<file path="src/sv/free_block_bitmap_allocator_macros.svh">
// Assertion macros shared by the free block bitmap allocator RTL.
`ifndef FREE_BLOCK_BITMAP_ALLOCATOR_MACROS_SVH
`define FREE_BLOCK_BITMAP_ALLOCATOR_MACROS_SVH

`ifndef SYNTHESIS

// Consequent must hold in the same cycle as the antecedent.
`define FBBA_ASSERT_SAME(lbl, ck, rn, ante, cons) \
    lbl: assert property (@(posedge ck) disable iff (!rn) (ante) |-> (cons)) \
        else $error("fbba: same-cycle check failed");

// Consequent must hold in the cycle after the antecedent.
`define FBBA_ASSERT_NEXT(lbl, ck, rn, ante, cons) \
    lbl: assert property (@(posedge ck) disable iff (!rn) (ante) |=> (cons)) \
        else $error("fbba: next-cycle check failed");

`else

`define FBBA_ASSERT_SAME(lbl, ck, rn, ante, cons)
`define FBBA_ASSERT_NEXT(lbl, ck, rn, ante, cons)

`endif

`endif

</file>
<file path="src/sv/fbba_ram.sv">
// Generic simple dual-port RAM with one write port and a registered read port.
module fbba_ram #(
    parameter int WIDTH  = 32,
    parameter int DEPTH  = 128,
    parameter int ADDR_W = (DEPTH > 1) ? $clog2(DEPTH) : 1
) (
    input  logic              clk,
    input  logic              wr_en,
    input  logic [ADDR_W-1:0] wr_addr,
    input  logic [WIDTH-1:0]  wr_data,
    input  logic [ADDR_W-1:0] rd_addr,
    output logic [WIDTH-1:0]  rd_data
);

    logic [WIDTH-1:0] mem [DEPTH];

    // Write port and registered read port.
    always_ff @(posedge clk)
    begin
        if (wr_en)
        begin
            mem[wr_addr] <= wr_data;
        end
        rd_data <= mem[rd_addr];
    end

endmodule

</file>
<file path="config.mk">
export PLATFORM = sky130hd
export DESIGN_NAME = fbba_ram
export DESIGN_NICKNAME = d
export VERILOG_FILES = /design/src/sv/free_block_bitmap_allocator_macros.svh /design/src/sv/fbba_ram.sv
export SDC_FILE = /design/constraint.sdc
export NUM_CORES = 2
export LEC_CHECK = 0
export ABC_CLOCK_PERIOD_IN_PS = 4200
export BUFFER_PORTS_ARGS = -buffer_cell sky130_fd_sc_hd__buf_2
export CORE_MARGIN = 4
export CORE_UTILIZATION = 40
export DETAILED_ROUTE_END_ITERATION = 6
export PLACE_DENSITY = 0.53
export SYNTH_ARGS = -nofsm -noshare
export SYNTH_HDL_FRONTEND = slang
export SYNTH_SLANG_ARGS = --single-unit
</file>
<file path="constraint.sdc">
create_clock -name clk -period 4.2 [get_ports clk]
set_input_delay 0.21 -clock clk [delete_from_list [all_inputs] [get_ports clk]]
set_output_delay 0.21 -clock clk [all_outputs]
set_load 0.02 [all_outputs]
</file>
==> run_results.csv <==
group,metric,value,unit
timing,timing.final.max_slew_violations,0,
drt,route.antenna.remaining_nets,0,
synthesis,synth-edff-count,4096,
worst_setup_path,critPathRequiredTime,5.04,ns
finish,drive_gt1_frac,0.367,
finish,fillers,31800,
synthesis,synth_cell_types,17,
drt,first_pass_iters,5,
worst_setup_path,cp_max_fo,27,
timing,tightestPinTransition,1.31,ns
min_path,hold_end,"mem[86][11]",
global_routing,grt_max_degree,98,
timing,hold_viol,0,
worst_setup_path,crit_arrival,3.56,ns
synthesis,ys.flop_type,"edfxtp_1",
finish,fin_area,181000,µm²
global_routing,antenna_found_initial,71,
synthesis,syn-cell-area,156000,µm²
floorplan,die_w,633,µm
timing,fmax,0.368,GHz
min_path,min_delay_path_depth,1,
synthesis,yosysTopAreaCell,"edfxtp_1",
floorplan,core,389000,µm²
finish,nets,6603,
floorplan,start_util,0.402,
clocking,path_clk_slew,0.06,ns
timing,min_period,2.72,ns
synthesis,synth.avg_cell_area,26.1,µm²
min_path,hold_class,"input pin to flop",
power,powerDensity,485,nW/µm²
synthesis,synthArstFlopShare,0,
worst_setup_path,cp-end-kind,"flop",
global_routing,grt_pass1_wl,624000,µm
worst_setup_path,start_kind,"input pin",
timing,setup_tns,0,ns
drt,wire_per_inst,37.4,µm
global_routing,grt_pass1_vias,73100,
worst_setup_path,ff2ff_setup_slack,1.55,ns
worst_setup_path,slowest_delay,0.64,ns
run,maxCapViolCount,0,
clocking,cts.sinks,4128,
run_status,outcome,"complete, no violations",
drt,vias,71700,
timing,skew,0.0540,ns
clocking,cts-root-buf,"clkbuf_16",
placement,port_buffers,79,
synthesis,synth_seq_cells,4128,
worst_setup_path,cpMaxStageDelayCell,"mux4_2",
synthesis,synth_top_area_frac,0.787,
power,p_leak,55.2,nW
placement,globalplace.congestion,0.788,
synthesis,ys_seq_area_frac,0.791,
global_routing,track_usage,0.227,
clocking,cts_setup_buffers,0,
clocking,clk_path_buf_depth,4,
floorplan,num_io_pins,80,
worst_setup_path,worstPathCellList,"buf_12 > buf_12 > buf_4 > buf_4 > mux4_2 > mux4_2 > mux4_2 > mux2_2",
synthesis,synth_common_cells,"4096 x edfxtp_1, 1344 x mux4_2, 182 x clkbuf_1",
worst_setup_path,rr_worst_depth,4,
synthesis,synth_cells,5990,
synthesis,syn-num-nets,6038,
timing,period_share,0.647,
drt,drc,0,
drt,drt-initial-drc-count,9904,
synthesis,synth.area.top_cells,"edfxtp_1 79%, mux4_2 19%, clkbuf_1 0.44%",
drt,routed_via_density,5.89,
worst_setup_path,cpMostUsedCell,"mux4_2",
floorplan,die_h,633,µm
placement,placed_cell_area,167000,µm²
worst_setup_path,reg2reg_to,"rd_data[21]",
power,ir_worst_vdd,0.000385,V
timing,relSlewSlack,0.125,
timing,setup_viol,0,
clocking,postCtsResizedCells,0,
clocking,ctsHtreeMaxLevel,5,
min_path,min-delay-start,"wr_data[11]",
timing,rsz0062_at_grt,"false",
clocking,tritoncts.num_buffers,420,
floorplan,rows,229,
floorplan,dieArea,401000,µm²
finish,final_util,0.465,
clocking,clock_latency,0.98,ns
worst_setup_path,critPathKind,"input pin to flop",
worst_setup_path,r2r_start,"mem[20][21]",
finish,area_delta_synth_final,15.7,%
synthesis,yosysMostFrequentCell,"edfxtp_1",
global_routing,grt_overflow,0,
clocking,tritoncts,"yes",
synthesis,synth-warning-count,0,
drt,route.final.wire_length,456000,µm
placement,hpwl,262000,µm
==> critical path, delay by kind of cell <==
kind / cells / cell delay [ns]
buffers and inverters: 4 / 1.15
muxes: 4 / 2.10
==> area by class of cell <==
type / count / area, µm² / area share
antenna: 86 / 215 / 0.00119
clock buffer: 516 / 11100 / 0.0613
clock inverter: 247 / 2540 / 0.0141
multi-input combinational: 1546 / 32300 / 0.179
sequential: 4128 / 124000 / 0.684
tap: 5197 / 6500 / 0.0360
timing repair buffer: 459 / 4580 / 0.0253
==> layout by cell type, fill, tap and decap left out, types with 4 or more instances in the layout <==
cell	count
clkbuf_16	427
nor2_4	119
buf_12	90
clkbuf_8	6
buf_2	40
bufinv_16	46
buf_4	292
nor3_2	9
dlygate4sd3_1	33
nand3_2	4
clkbuf_1	83
nand3_1	8
clkinv_2	79
dfxtp_1	32
mux2_2	32
nor2b_1	7
clkinv_16	5
edfxtp_1	4096
clkinv_1	85
diode_2	86
clkinvlp_4	15
nand2_1	11
inv_6	11
mux4_2	1344
==> state kept, by name (all words and copies together), names as in the netlist <==
signal / count
mem: 4096
rd_data: 32
==> stage by stage <==
step | instances | setup WS (ns) | total power [mW] | hold WS (ns)
after floorplan | 5990 | 0.751 | 48.7 | 0.309
after global placement | 11300 | 0.491 | 51.4 | 0.524
after detailed placement | 11300 | 0.450 | 51.4 | 0.524
after CTS | 12100 | 1.50 | 88.5 | 0.00826
after global routing | 12200 | 1.42 | 90.3 | 0.0468
final | 12200 | 1.48 | 87.7 | 0.0507
==> logic make-up after synthesis <==
| logic type | count (synthesis) | share of synthesized area |
|---|---|---|
| mux | 1376 | 0.196 |
| flops | 4128 | 0.791 |
| buf+inv | 316 | 0.00839 |
| simple gates | 170 | 0.00446 |
==> worst max-delay path by stage <==
stage	from	to	slack, ns	cells past startpoint
6_report	rd_addr[0]	rd_data[15]	1.48	8
5_1_grt	wr_addr[5]	mem[25][1]	1.42	6
4_1_cts	rd_addr[0]	rd_data[15]	1.50	8
3_5_place_dp	rd_addr[0]	rd_data[15]	0.45	8
3_3_place_gp	rd_addr[0]	rd_data[15]	0.49	8
2_1_floorplan	wr_en	mem[98][0]	0.75	3
==> power by group <==
group          leakage [nW]  internal [mW]  switching [mW]  total, mW
Combinational          11.5           1.77            2.93       4.69
Clock                  6.65           21.5            15.7       37.2
Sequential             37.1           45.5           0.280       45.8
Total                  55.2           68.8            18.9       87.7
==> layer usage <==
layer  wire length [µm]  share of wire  track usage
met2             229000           0.50        0.376
met4              14100          0.031       0.0714
met5                 94        0.00021            0
met1             179000           0.39        0.311
met3              33500          0.074       0.0355
==> timing repair <==
action | CTS | global route
hold buffers | 33 | 0
hold endpoints to repair | 1597 | 0
endpoints found under the setup margin | 0 | 0
Power figures use the tool's default switching activity.
